$ cat config.mk
export PLATFORM = sky130hd
export DESIGN_NAME = uv_lid_sterilizer_controller
export DESIGN_NICKNAME = d
export VERILOG_FILES = /design/src/uvl_pkg.sv /design/src/uvl_debounce.sv /design/src/uvl_phase.sv /design/src/uv_lid_sterilizer_controller.sv
export SDC_FILE = /design/constraint.sdc
export NUM_CORES = 1
export LEC_CHECK = 0
export ABC_AREA = 1
export BUFFER_PORTS_ARGS = -buffer_cell sky130_fd_sc_hd__buf_2
export CAP_MARGIN = 20
export CORE_MARGIN = 2
export CORE_UTILIZATION = 55
export DETAILED_ROUTE_END_ITERATION = 16
export PLACE_DENSITY = 0.79
export SYNTH_ARGS = -nofsm -noshare
export SYNTH_HDL_FRONTEND = slang
export SYNTH_SLANG_ARGS = --single-unit
$ cat constraint.sdc
create_clock -name clk -period 3.3 [get_ports clk]
set_input_delay 0.165 -clock clk [delete_from_list [all_inputs] [get_ports clk]]
set_output_delay 0.165 -clock clk [all_outputs]
set_load 0.1 [all_outputs]
$ cat src/uvl_pkg.sv
package uvl_pkg;

  localparam int unsigned CfgW = 16;
  localparam int unsigned IdxW = 3;
  localparam int unsigned BlinkW = 8;
  localparam int unsigned BLINK_PERIOD_DEF = 200;

  localparam logic [IdxW-1:0] REG_CLOSE_DELAY = 3'd0;
  localparam logic [IdxW-1:0] REG_SHORT_RUN = 3'd1;
  localparam logic [IdxW-1:0] REG_MEDIUM_RUN = 3'd2;
  localparam logic [IdxW-1:0] REG_LONG_RUN = 3'd3;

  localparam logic [CfgW-1:0] CLOSE_DELAY_RST = 16'd183;
  localparam logic [CfgW-1:0] SHORT_RUN_RST = 16'd10986;
  localparam logic [CfgW-1:0] MEDIUM_RUN_RST = 16'd21972;
  localparam logic [CfgW-1:0] LONG_RUN_RST = 16'd32958;

  localparam logic [1:0] PH_IDLE = 2'd0;
  localparam logic [1:0] PH_OPEN = 2'd1;
  localparam logic [1:0] PH_WAIT = 2'd2;
  localparam logic [1:0] PH_UV = 2'd3;

  localparam logic [1:0] MODE_SHORT = 2'd0;
  localparam logic [1:0] MODE_MEDIUM = 2'd1;
  localparam logic [1:0] MODE_LONG = 2'd2;
  localparam logic [1:0] MODE_UNUSED = 2'd3;

  localparam logic [7:0] KEY_PRESS_COUNT = 8'd10;
  localparam logic [3:0] COVER_LIMIT = 4'd10;
  localparam logic [BlinkW-1:0] BLINK_ON_END = 8'd30;
  localparam logic [BlinkW-1:0] BLINK_SECOND_START = 8'd60;
  localparam logic [BlinkW-1:0] BLINK_SECOND_END = 8'd90;

  typedef struct packed {
    logic       press;
    logic [7:0] hold;
    logic [3:0] open_cnt;
    logic [3:0] closed_cnt;
    logic       cover_closed;
  } deb_t;

  typedef struct packed {
    logic [1:0]        phase;
    logic [1:0]        mode;
    logic [CfgW-1:0]   elapsed;
    logic [BlinkW-1:0] blink;
  } ctl_t;

  typedef struct packed {
    logic       uv_on;
    logic       green_on;
    logic       red_on;
    logic [1:0] phase;
    logic [1:0] duration_mode;
    logic       lid_closed;
  } res_t;

endpackage

$ cat src/uvl_debounce.sv
module uvl_debounce (
  input  logic          key_level,
  input  logic          tilt_level,
  input  uvl_pkg::deb_t cur,
  output uvl_pkg::deb_t nxt
);
  import uvl_pkg::*;

  always_comb begin
    nxt = cur;
    // key is active low
    if (key_level) begin
      nxt.press = 1'b0;
      nxt.hold = 8'd0;
    end else begin
      nxt.hold = cur.hold + 8'd1;
      if (cur.hold == KEY_PRESS_COUNT) nxt.press = 1'b1;
    end
    if (tilt_level) begin
      nxt.closed_cnt = 4'd0;
      if (cur.open_cnt >= COVER_LIMIT) begin
        nxt.open_cnt = COVER_LIMIT;
        nxt.cover_closed = 1'b0;
      end else begin
        nxt.open_cnt = cur.open_cnt + 4'd1;
      end
    end else begin
      nxt.open_cnt = 4'd0;
      if (cur.closed_cnt >= COVER_LIMIT) begin
        nxt.closed_cnt = COVER_LIMIT;
        nxt.cover_closed = 1'b1;
      end else begin
        nxt.closed_cnt = cur.closed_cnt + 4'd1;
      end
    end
  end

endmodule

$ cat src/uvl_phase.sv
module uvl_phase #(
  parameter int unsigned BLINK_PERIOD = uvl_pkg::BLINK_PERIOD_DEF
) (
  input  logic [2:0]            overflows,
  input  logic                  cover_closed,
  input  logic                  press,
  input  logic [uvl_pkg::CfgW-1:0] close_delay,
  input  logic [uvl_pkg::CfgW-1:0] short_run,
  input  logic [uvl_pkg::CfgW-1:0] medium_run,
  input  logic [uvl_pkg::CfgW-1:0] long_run,
  input  uvl_pkg::ctl_t         cur,
  output uvl_pkg::ctl_t         nxt,
  output logic                  press_used,
  output uvl_pkg::res_t         res
);
  import uvl_pkg::*;

  localparam logic [BlinkW:0] PeriodW = (BlinkW+1)'(BLINK_PERIOD);

  logic [CfgW:0]     sum;
  logic [CfgW-1:0]   elapsed_sat;
  logic [CfgW-1:0]   run_limit;
  logic [BlinkW:0]   blink_inc;
  logic              red;
  logic              green;

  always_comb begin
    sum = {1'b0, cur.elapsed} + {{(CfgW-2){1'b0}}, overflows};
    elapsed_sat = sum[CfgW] ? {CfgW{1'b1}} : sum[CfgW-1:0];
    case (cur.mode)
      MODE_MEDIUM: run_limit = medium_run;
      MODE_LONG:   run_limit = long_run;
      default:     run_limit = short_run;
    endcase
  end

  always_comb begin
    nxt = cur;
    nxt.elapsed = elapsed_sat;
    press_used = 1'b0;
    case (cur.phase)
      PH_OPEN: begin
        if (cover_closed) begin
          nxt.elapsed = '0;
          nxt.phase = PH_WAIT;
        end else if (press) begin
          press_used = 1'b1;
          nxt.mode = (cur.mode == MODE_LONG) ? MODE_SHORT : cur.mode + 2'd1;
        end
      end
      PH_WAIT: begin
        if (elapsed_sat > close_delay) begin
          nxt.elapsed = '0;
          nxt.phase = PH_UV;
        end
      end
      PH_UV: begin
        if (elapsed_sat > run_limit) begin
          nxt.elapsed = '0;
          nxt.phase = PH_IDLE;
        end
      end
      default: begin
        if (!cover_closed) begin
          nxt.elapsed = '0;
          nxt.phase = PH_OPEN;
        end
      end
    endcase

    // lamps follow the updated phase and mode, red from the old blink count
    red = 1'b0;
    green = 1'b0;
    blink_inc = {1'b0, cur.blink} + {{BlinkW{1'b0}}, 1'b1};
    if (nxt.phase != PH_IDLE) begin
      if (nxt.mode == MODE_MEDIUM || nxt.mode == MODE_LONG) begin
        red = (cur.blink < BLINK_ON_END) ||
              ((nxt.mode == MODE_LONG) && (cur.blink >= BLINK_SECOND_START) &&
               (cur.blink < BLINK_SECOND_END));
        nxt.blink = (blink_inc >= PeriodW) ? '0 : blink_inc[BlinkW-1:0];
      end else begin
        green = 1'b1;
      end
    end

    res.uv_on = (nxt.phase == PH_UV);
    res.green_on = green;
    res.red_on = red;
    res.phase = nxt.phase;
    res.duration_mode = nxt.mode;
    res.lid_closed = cover_closed;
  end

endmodule

$ cat src/uv_lid_sterilizer_controller.sv
// uv lid sterilizer controller
// input stream s_*: one word per 10 ms poll tick carrying the raw key level,
// the raw tilt level and the timer overflow count since the previous tick
// output stream m_*: one word per input word with the uv, green and red lamp
// drives, the phase, the duration mode and the debounced lid state
// config port: cfg_we writes cfg_data into register cfg_index (0 close delay,
// 1 short, 2 medium, 3 long run time); other indexes are ignored
// the result of a tick appears on m_tdata in the cycle after the word is
// accepted
// throughput: one tick per clock unless stalled; debounce, phase and lamp logic
// is a single combinational pass from the state registers into the result register
// s_tready is high whenever the result register is empty or being taken, so
// a stalled receiver holds m_tdata and blocks new input only while it stalls
// reset (rst, synchronous) returns all state to idle, short mode, open lid,
// empties the result register and restores the register defaults
module uv_lid_sterilizer_controller #(
  parameter int unsigned BLINK_PERIOD = uvl_pkg::BLINK_PERIOD_DEF
) (
  input  logic                     clk,
  input  logic                     rst,
  input  logic                     s_tvalid,
  output logic                     s_tready,
  input  logic [7:0]               s_tdata,  // key_level, tilt_level, overflows[2:0], pad
  output logic                     m_tvalid,
  input  logic                     m_tready,
  output logic [7:0]               m_tdata,  // uv_on, green_on, red_on, phase[1:0],
                                             // duration_mode[1:0], lid_closed
  input  logic                     cfg_we,
  input  logic [uvl_pkg::IdxW-1:0] cfg_index,
  input  logic [uvl_pkg::CfgW-1:0] cfg_data
);
  import uvl_pkg::*;

  logic [CfgW-1:0] close_delay;
  logic [CfgW-1:0] short_run;
  logic [CfgW-1:0] medium_run;
  logic [CfgW-1:0] long_run;

  deb_t deb;
  deb_t deb_next;
  deb_t deb_store;
  ctl_t ctl;
  ctl_t ctl_next;
  res_t res_next;
  logic press_used;
  logic accept;
  logic [7:0] out_word;

  assign s_tready = !m_tvalid || m_tready;
  assign accept = s_tvalid && s_tready;
  assign m_tdata = out_word;

  always_ff @(posedge clk) begin
    if (rst) begin
      close_delay <= CLOSE_DELAY_RST;
      short_run <= SHORT_RUN_RST;
      medium_run <= MEDIUM_RUN_RST;
      long_run <= LONG_RUN_RST;
    end else if (cfg_we) begin
      case (cfg_index)
        REG_CLOSE_DELAY: close_delay <= cfg_data;
        REG_SHORT_RUN:   short_run <= cfg_data;
        REG_MEDIUM_RUN:  medium_run <= cfg_data;
        REG_LONG_RUN:    long_run <= cfg_data;
        default: ;
      endcase
    end
  end

  uvl_debounce u_debounce (
    .key_level (s_tdata[0]),
    .tilt_level(s_tdata[1]),
    .cur       (deb),
    .nxt       (deb_next)
  );

  uvl_phase #(
    .BLINK_PERIOD(BLINK_PERIOD)
  ) u_phase (
    .overflows   (s_tdata[4:2]),
    .cover_closed(deb_next.cover_closed),
    .press       (deb_next.press),
    .close_delay (close_delay),
    .short_run   (short_run),
    .medium_run  (medium_run),
    .long_run    (long_run),
    .cur         (ctl),
    .nxt         (ctl_next),
    .press_used  (press_used),
    .res         (res_next)
  );

  // the open phase consumes the press flag when it changes mode
  always_comb begin
    deb_store = deb_next;
    if (press_used) deb_store.press = 1'b0;
  end

  always_ff @(posedge clk) begin
    if (rst) begin
      deb <= '0;
      ctl <= '0;
      m_tvalid <= 1'b0;
    end else begin
      if (accept) begin
        deb <= deb_store;
        ctl <= ctl_next;
        m_tvalid <= 1'b1;
      end else if (m_tready) begin
        m_tvalid <= 1'b0;
      end
    end
  end

  always_ff @(posedge clk) begin
    if (accept) begin
      out_word <= {res_next.lid_closed, res_next.duration_mode, res_next.phase,
                   res_next.red_on, res_next.green_on, res_next.uv_on};
    end
  end

  a_mode_valid: assert property (@(posedge clk) disable iff (rst)
    ctl.mode != MODE_UNUSED)
    else $error("duration mode holds the unused code");

  a_blink_range: assert property (@(posedge clk) disable iff (rst)
    ctl.blink < BlinkW'(BLINK_PERIOD))
    else $error("blink counter beyond its period");

  a_cover_sat: assert property (@(posedge clk) disable iff (rst)
    deb.open_cnt <= COVER_LIMIT && deb.closed_cnt <= COVER_LIMIT)
    else $error("cover debounce counter beyond its clamp");

  a_open_to_wait: assert property (@(posedge clk) disable iff (rst)
    (ctl.phase == PH_OPEN && ctl_next.phase == PH_WAIT && accept) |=>
      (ctl.phase == PH_WAIT && deb.cover_closed && ctl.elapsed == '0))
    else $error("open to wait without a closed cover or cleared timer");

endmodule

== Word level (Yosys, flattened, before mapping) ==
Index checks and enable logic that the tools add are counted.
Storage, ports and cells
  register bits: 119
  logic and storage cells: 90
Operators by class
  add/subtract/negate cells: 6
  magnitude comparators: 8
  eq/ne operators: 12
  multiplexer cells: 31
  reduce and logical (&&, ||, !) cells: 16
Operators by type and width (number)
  $mux 16: 5
  $pmux 16 s3: 1
  $gt 16x16->1: 2
  $pmux 16 s2: 1
  $mux 9: 2
  $add 16x3->17: 1
  $mux 2: 8
  $eq 2x2->1 const B: 5
  $mux 1: 10
  $reduce_and 2->1: 5
  $add 8x1->9 const B: 1
  $ge 9x8->1 const B: 1
  $add 4x1->4 const B: 2
  $add 8x1->8 const B: 1
  $eq 8x4->1 const B: 1
  $ge 4x4->1 const B: 2
  $ge 8x6->1 const B: 1
  $lt 8x5->1 const B: 1
  $lt 8x7->1 const B: 1
  $mux 4: 2
  $mux 8: 1
  $eq 2x1->1 const B: 3
  $eq 3x2->1 const B: 2
  $pmux 2 s3: 1
  other kinds (8): 13

== Logic depth before layout (Yosys ltp) ==
  word-level depth: 10
  mapped depth: 25

== Hierarchy ==
A second synthesis with hierarchy kept.
Unflattened totals
  cell total of the unflattened synthesis: 1218
  area total of the unflattened synthesis: 7985.2 sq um
By module, submodules not included
  uv_lid_sterilizer_controller: times used 1, cells each 610, area each 4698.3 sq um, sequential area each 2462.4 sq um
  uvl_phase: times used 1, cells each 525, area each 2876.5 sq um, sequential area each 0.0 sq um
  uvl_debounce: times used 1, cells each 83, area each 410.4 sq um, sequential area each 0.0 sq um

== Worst setup path before layout ==
Ideal clock, no wire load.
  kind: reg2reg
  start point: reg ctl[8] in the netlist's numbering
  end point: reg out_word[2] (netlist: m_tdata[2]) (data pin)
  setup time: 0.259 ns
  arrival: 2.834 ns
  required time: 3.041 ns
  path slack: 0.207 ns
  stages on the path, launching flop included: 22
  buffers on the path: 1
  period minus slack after synthesis: 3.093 ns
  cells stage by stage: dfxtp_1 ha_1 fa_1 nand2_1 a21oi_2 nand3_1 nor2_2 nand3_1 xor2_1 nor2_1 inv_1 ha_1 nand4_1 nor3_1 nand2_1 nand2_1 nand2_1 nand2_1 nand4_1 buf_4 nand2_1 nor3_1
On the way
  word-level cells in the longest chain between the ends: 7
  elaborated cells between the ends (all ways): 9
Ends and longest elaborated chain
  start, declared: RTL line uv_lid_sterilizer_controller.sv:42  | ctl_t ctl;
  start signal, assigned: RTL line uv_lid_sterilizer_controller.sv:107  | ctl <= ctl_next;
  $add 16x3->17 (*): RTL line uvl_phase.sv:28  | sum = {1'b0, cur.elapsed} + {{(CfgW-2){1'b0}}, overflows};
  $mux 16 (*): RTL line uvl_phase.sv:29  | elapsed_sat = sum[CfgW] ? {CfgW{1'b1}} : sum[CfgW-1:0];
  $gt 16x16->1 (on tied branches): RTL line uvl_phase.sv:58, uvl_phase.sv:52
  $mux 2 (on tied branches): RTL line uvl_phase.sv:58, uvl_phase.sv:52
  $pmux 2 s3 (*): RTL line uvl_phase.sv:41  | case (cur.phase)
  $reduce_bool 2->1 (*): RTL line uvl_phase.sv:75  | if (nxt.phase != PH_IDLE) begin
  $reduce_and 2->1 (no source line) (*)
  end signal, assigned: RTL line uv_lid_sterilizer_controller.sv:117  | out_word <= {res_next.lid_closed, res_next.duration_mode, res_next.phase,
  end, declared: RTL line uv_lid_sterilizer_controller.sv:47  | logic [7:0] out_word;
Mark *: on every way between the ends. The rest lies on a longest branch, timed or not.
A chain may end at the register's enable or synchronous reset.

== Final worst setup path ==
  start point: reg ctl[8] in the netlist's numbering
  end point: reg ctl[2] in the netlist's numbering
On the way
  word-level cells in the longest chain between the ends: 7
  elaborated cells between the ends (all ways): 9
Ends and longest elaborated chain (RTL line)
  $add 16x3->17 (*): uvl_phase.sv:28
  $mux 16 (*): uvl_phase.sv:29
  $gt 16x16->1 (on tied branches): uvl_phase.sv:58, uvl_phase.sv:52
  $mux 2 (on tied branches): uvl_phase.sv:58, uvl_phase.sv:52
  $pmux 2 s3 (*): uvl_phase.sv:41
  $reduce_bool 2->1 (*): uvl_phase.sv:75
  $reduce_and 3->1 (no source line) (*)
Marked as above.

==> summary.txt <==
Outcome
  – Violated checks: DRC, setup timing
  – Status: finished, violations left

Timing
  – RSZ-0062 raised after global routing: true
  – Clk_skew: 0.00712 ns
  – Slew @ Worst Pin: 0.776 ns
  – Final Hold Fails: 0
  – Period minus WS final: 3.33 ns
  – Max-slew violation count: 0
  – Final hold slack: 0.0224 ns
  – Final setup TNS: -0.198 ns
  – Slew Limit Headroom: 0.482
  – Tcrit/Tclk final: 1.01
  – Fmax: 300 MHz
  – Final WS setup: -0.0309 ns
  – Final setup fails: 11

Clock tree
  – Num CTS Buffers: 17
  – CTS tree: built
  – Worst-Skew Late Latency: 0.42 ns
  – Clk slew on worst S/H paths: 0.06 ns
  – CTS root buffer: clkbuf_16
  – H-tree depth: 4
  – CTS Buffer Depth: 2
  – Clk sink count: 119

Worst setup path
  – Startpoint types: flip-flop
  – Top delay family on crit path: simple AND/OR/NAND/NOR gates
  – Buf/Inv on CP: 5
  – CP max-delay cell: dfxtp_2
  – Crit end category: flip-flop
  – Most used cell, CP: nand2_1
  – Worst-path fanout max: 7
  – Max incr delay on CP: 0.34 ns
  – Critical Path RT: 3.64 ns
  – Worst Path Arrival: 3.67 ns
  – Crit path kind: reg -> reg

Drt
  – DRC Markers: 2
  – Final WL: 17100 microns
  – Post-route ant nets: 0
  – Detailed Route Iter0 Violations: 484
  – Vias/cell: 5.49
  – Drt pass-1 iters: 12
  – Wire per inst: 14.7 microns
  – Vias: 6387

Global routing
  – Initial antenna violation count: 0
  – Grt ovf: 0
  – Vias in the first global route: 5857
  – Largest net degree at the start of global routing: 75
  – Gr usage total: 0.266
  – First-pass GRT wire length: 27400 microns

Synthesis
  – Post-Syn Nets: 1010
  – Synth Flop Type: dfxtp_1
  – #FFs+latches synth: 119
  – Syn Inst Count: 929
  – Synth async-reset ratio: 0
  – Syn. warnings: 0
  – Synthesized area: 6540 sq um
  – Mean Syn Cell Area: 7.04 sq um
  – Unique masters post-synth: 47
  – Seq/Total Area, Yosys: 0.376
  – Number of flops mapped to enable cells by yosys: 8

Layout
  – Nets: 1088
  – Fin util: 0.704
  – Most common cell after layout, fill and taps aside: nand2_1
  – Final non-filler cell total: 1163
  – Antenna diode count: 0
  – Layout cells sized above 1: 0.207
  – P&R area growth vs syn: 23.8%
  – Commonest cells after routing, fill and taps aside: nand2_1 (207), dfxtp_1 (109), nor2_1 (103)

Place
  – Dpl cells: 1115
  – HPWL after detailed placement: 10900 microns
  – PortBufs: 38
  – RD Place Congestion: 0.925

Job
  – Max cap viols: 0

Floorplanning
  – Initial Util: 0.568
  – Row cnt: 39
  – Core Area: 11500 sq um
  – IO Pins: 42
  – Die footprint: 12800 sq um
  – Die W: 113 microns
  – Die height: 113 microns

Power and ir drop
  – Total power: 4.11 mW
  – PD cells: 508 nW/um^2
  – Leak Pwr: 3.71 nW
  – Maximum VDD drop: 403 uV

Worst hold path
  – Worst min path class: in -> reg
-- layer usage --
metal	global-route usage	vias to the layer above	routed length [microns]
met5	0	-	0
met2	0.451	242	8280
li1	-	3191	-
met4	0.100	0	390
met3	0.0605	30	1050
met1	0.331	2924	7420
-- worst paths after layout --
path                                   start        endpoint  slack, ns  cells past startpoint
worst max-delay path                  ctl[8]          ctl[2]      -0.03                     25
worst min-delay path            cfg_data[10]  medium_run[10]       0.02                      3
worst max register to register        ctl[8]          ctl[2]      -0.03                     25
worst min register to register  short_run[1]    short_run[1]       0.45                      2
-- cell usage after synthesis (3+ instances only) --
library cell,n,area [sq um]
a21oi_1,63,315
a31oi_1,4,25.0
clkbuf_1,31,116
dfxtp_1,111,2220
edfxtp_1,8,240
ha_1,48,601
inv_1,92,345
inv_2,7,26.3
nand2_1,226,848
nand3_1,74,370
nand4_1,10,62.6
nor2_1,118,443
nor3_1,10,50.1
nor3_2,4,40.0
o211ai_1,6,45.0
o21ai_0,65,325
o21ai_1,3,15.0
xnor2_1,4,35.0
xor2_1,8,70.1
-- what timing repair did --
action,CTS,global route
hold endpoints to repair,1,0
hold buffers,1,0
cloned,1,1
pin swaps,14,20
resized for setup,22,56
endpoints found under the setup margin,27,30
setup buffers,10,3
-- tightest hold or removal path: stages --
cell and delay, ns:
buf_2 0.12, nand2_1 0.06, nand3_1 0.07
-- power by group --
part	switching [mW]	total, mW	internal (mW)	leakage [nW]
Sequential	0.0400	1.56	1.52	0.984
Clock	0.675	1.90	1.22	0.298
Combinational	0.434	0.657	0.223	2.43
-- cell type report --
cell class | count | area (sq um)
inverter | 100 | 385
fill | 912 | 3410
multi-input combinational | 675 | 3810
sequential | 119 | 2460
timing repair buffer | 93 | 651
tap | 143 | 179
clock buffer | 23 | 500
timing repair inverter | 1 | 5.00
clock inverter | 9 | 111
-- sequential cells by signal, summed over array words and instances (netlist names) --
name         cells
close_delay     16
ctl             28
deb             18
long_run        16
m_tdata          8
m_tvalid         1
medium_run      16
short_run       16
-- metrics by stage --
stage / setup WS (ns) / instance area [sq um]
floorplan: 0.207 / 6540
global placement: -0.0537 / 7110
detailed placement: -0.147 / 7110
CTS: -0.0179 / 7900
global route: -0.207 / 8100
finish: -0.0309 / 8100
-- kinds of logic after synthesis --
family	count (synthesis)	synth area share
AOI/OAI and AO/OA	156	0.135
xor gates and xnor gates	12	0.0161
adders and majority gates	49	0.0949
buffers and inverters	136	0.0805
DFF	119	0.376
and+or+nand+nor	457	0.297
Note: power is estimated with default switching activity, not from simulation.
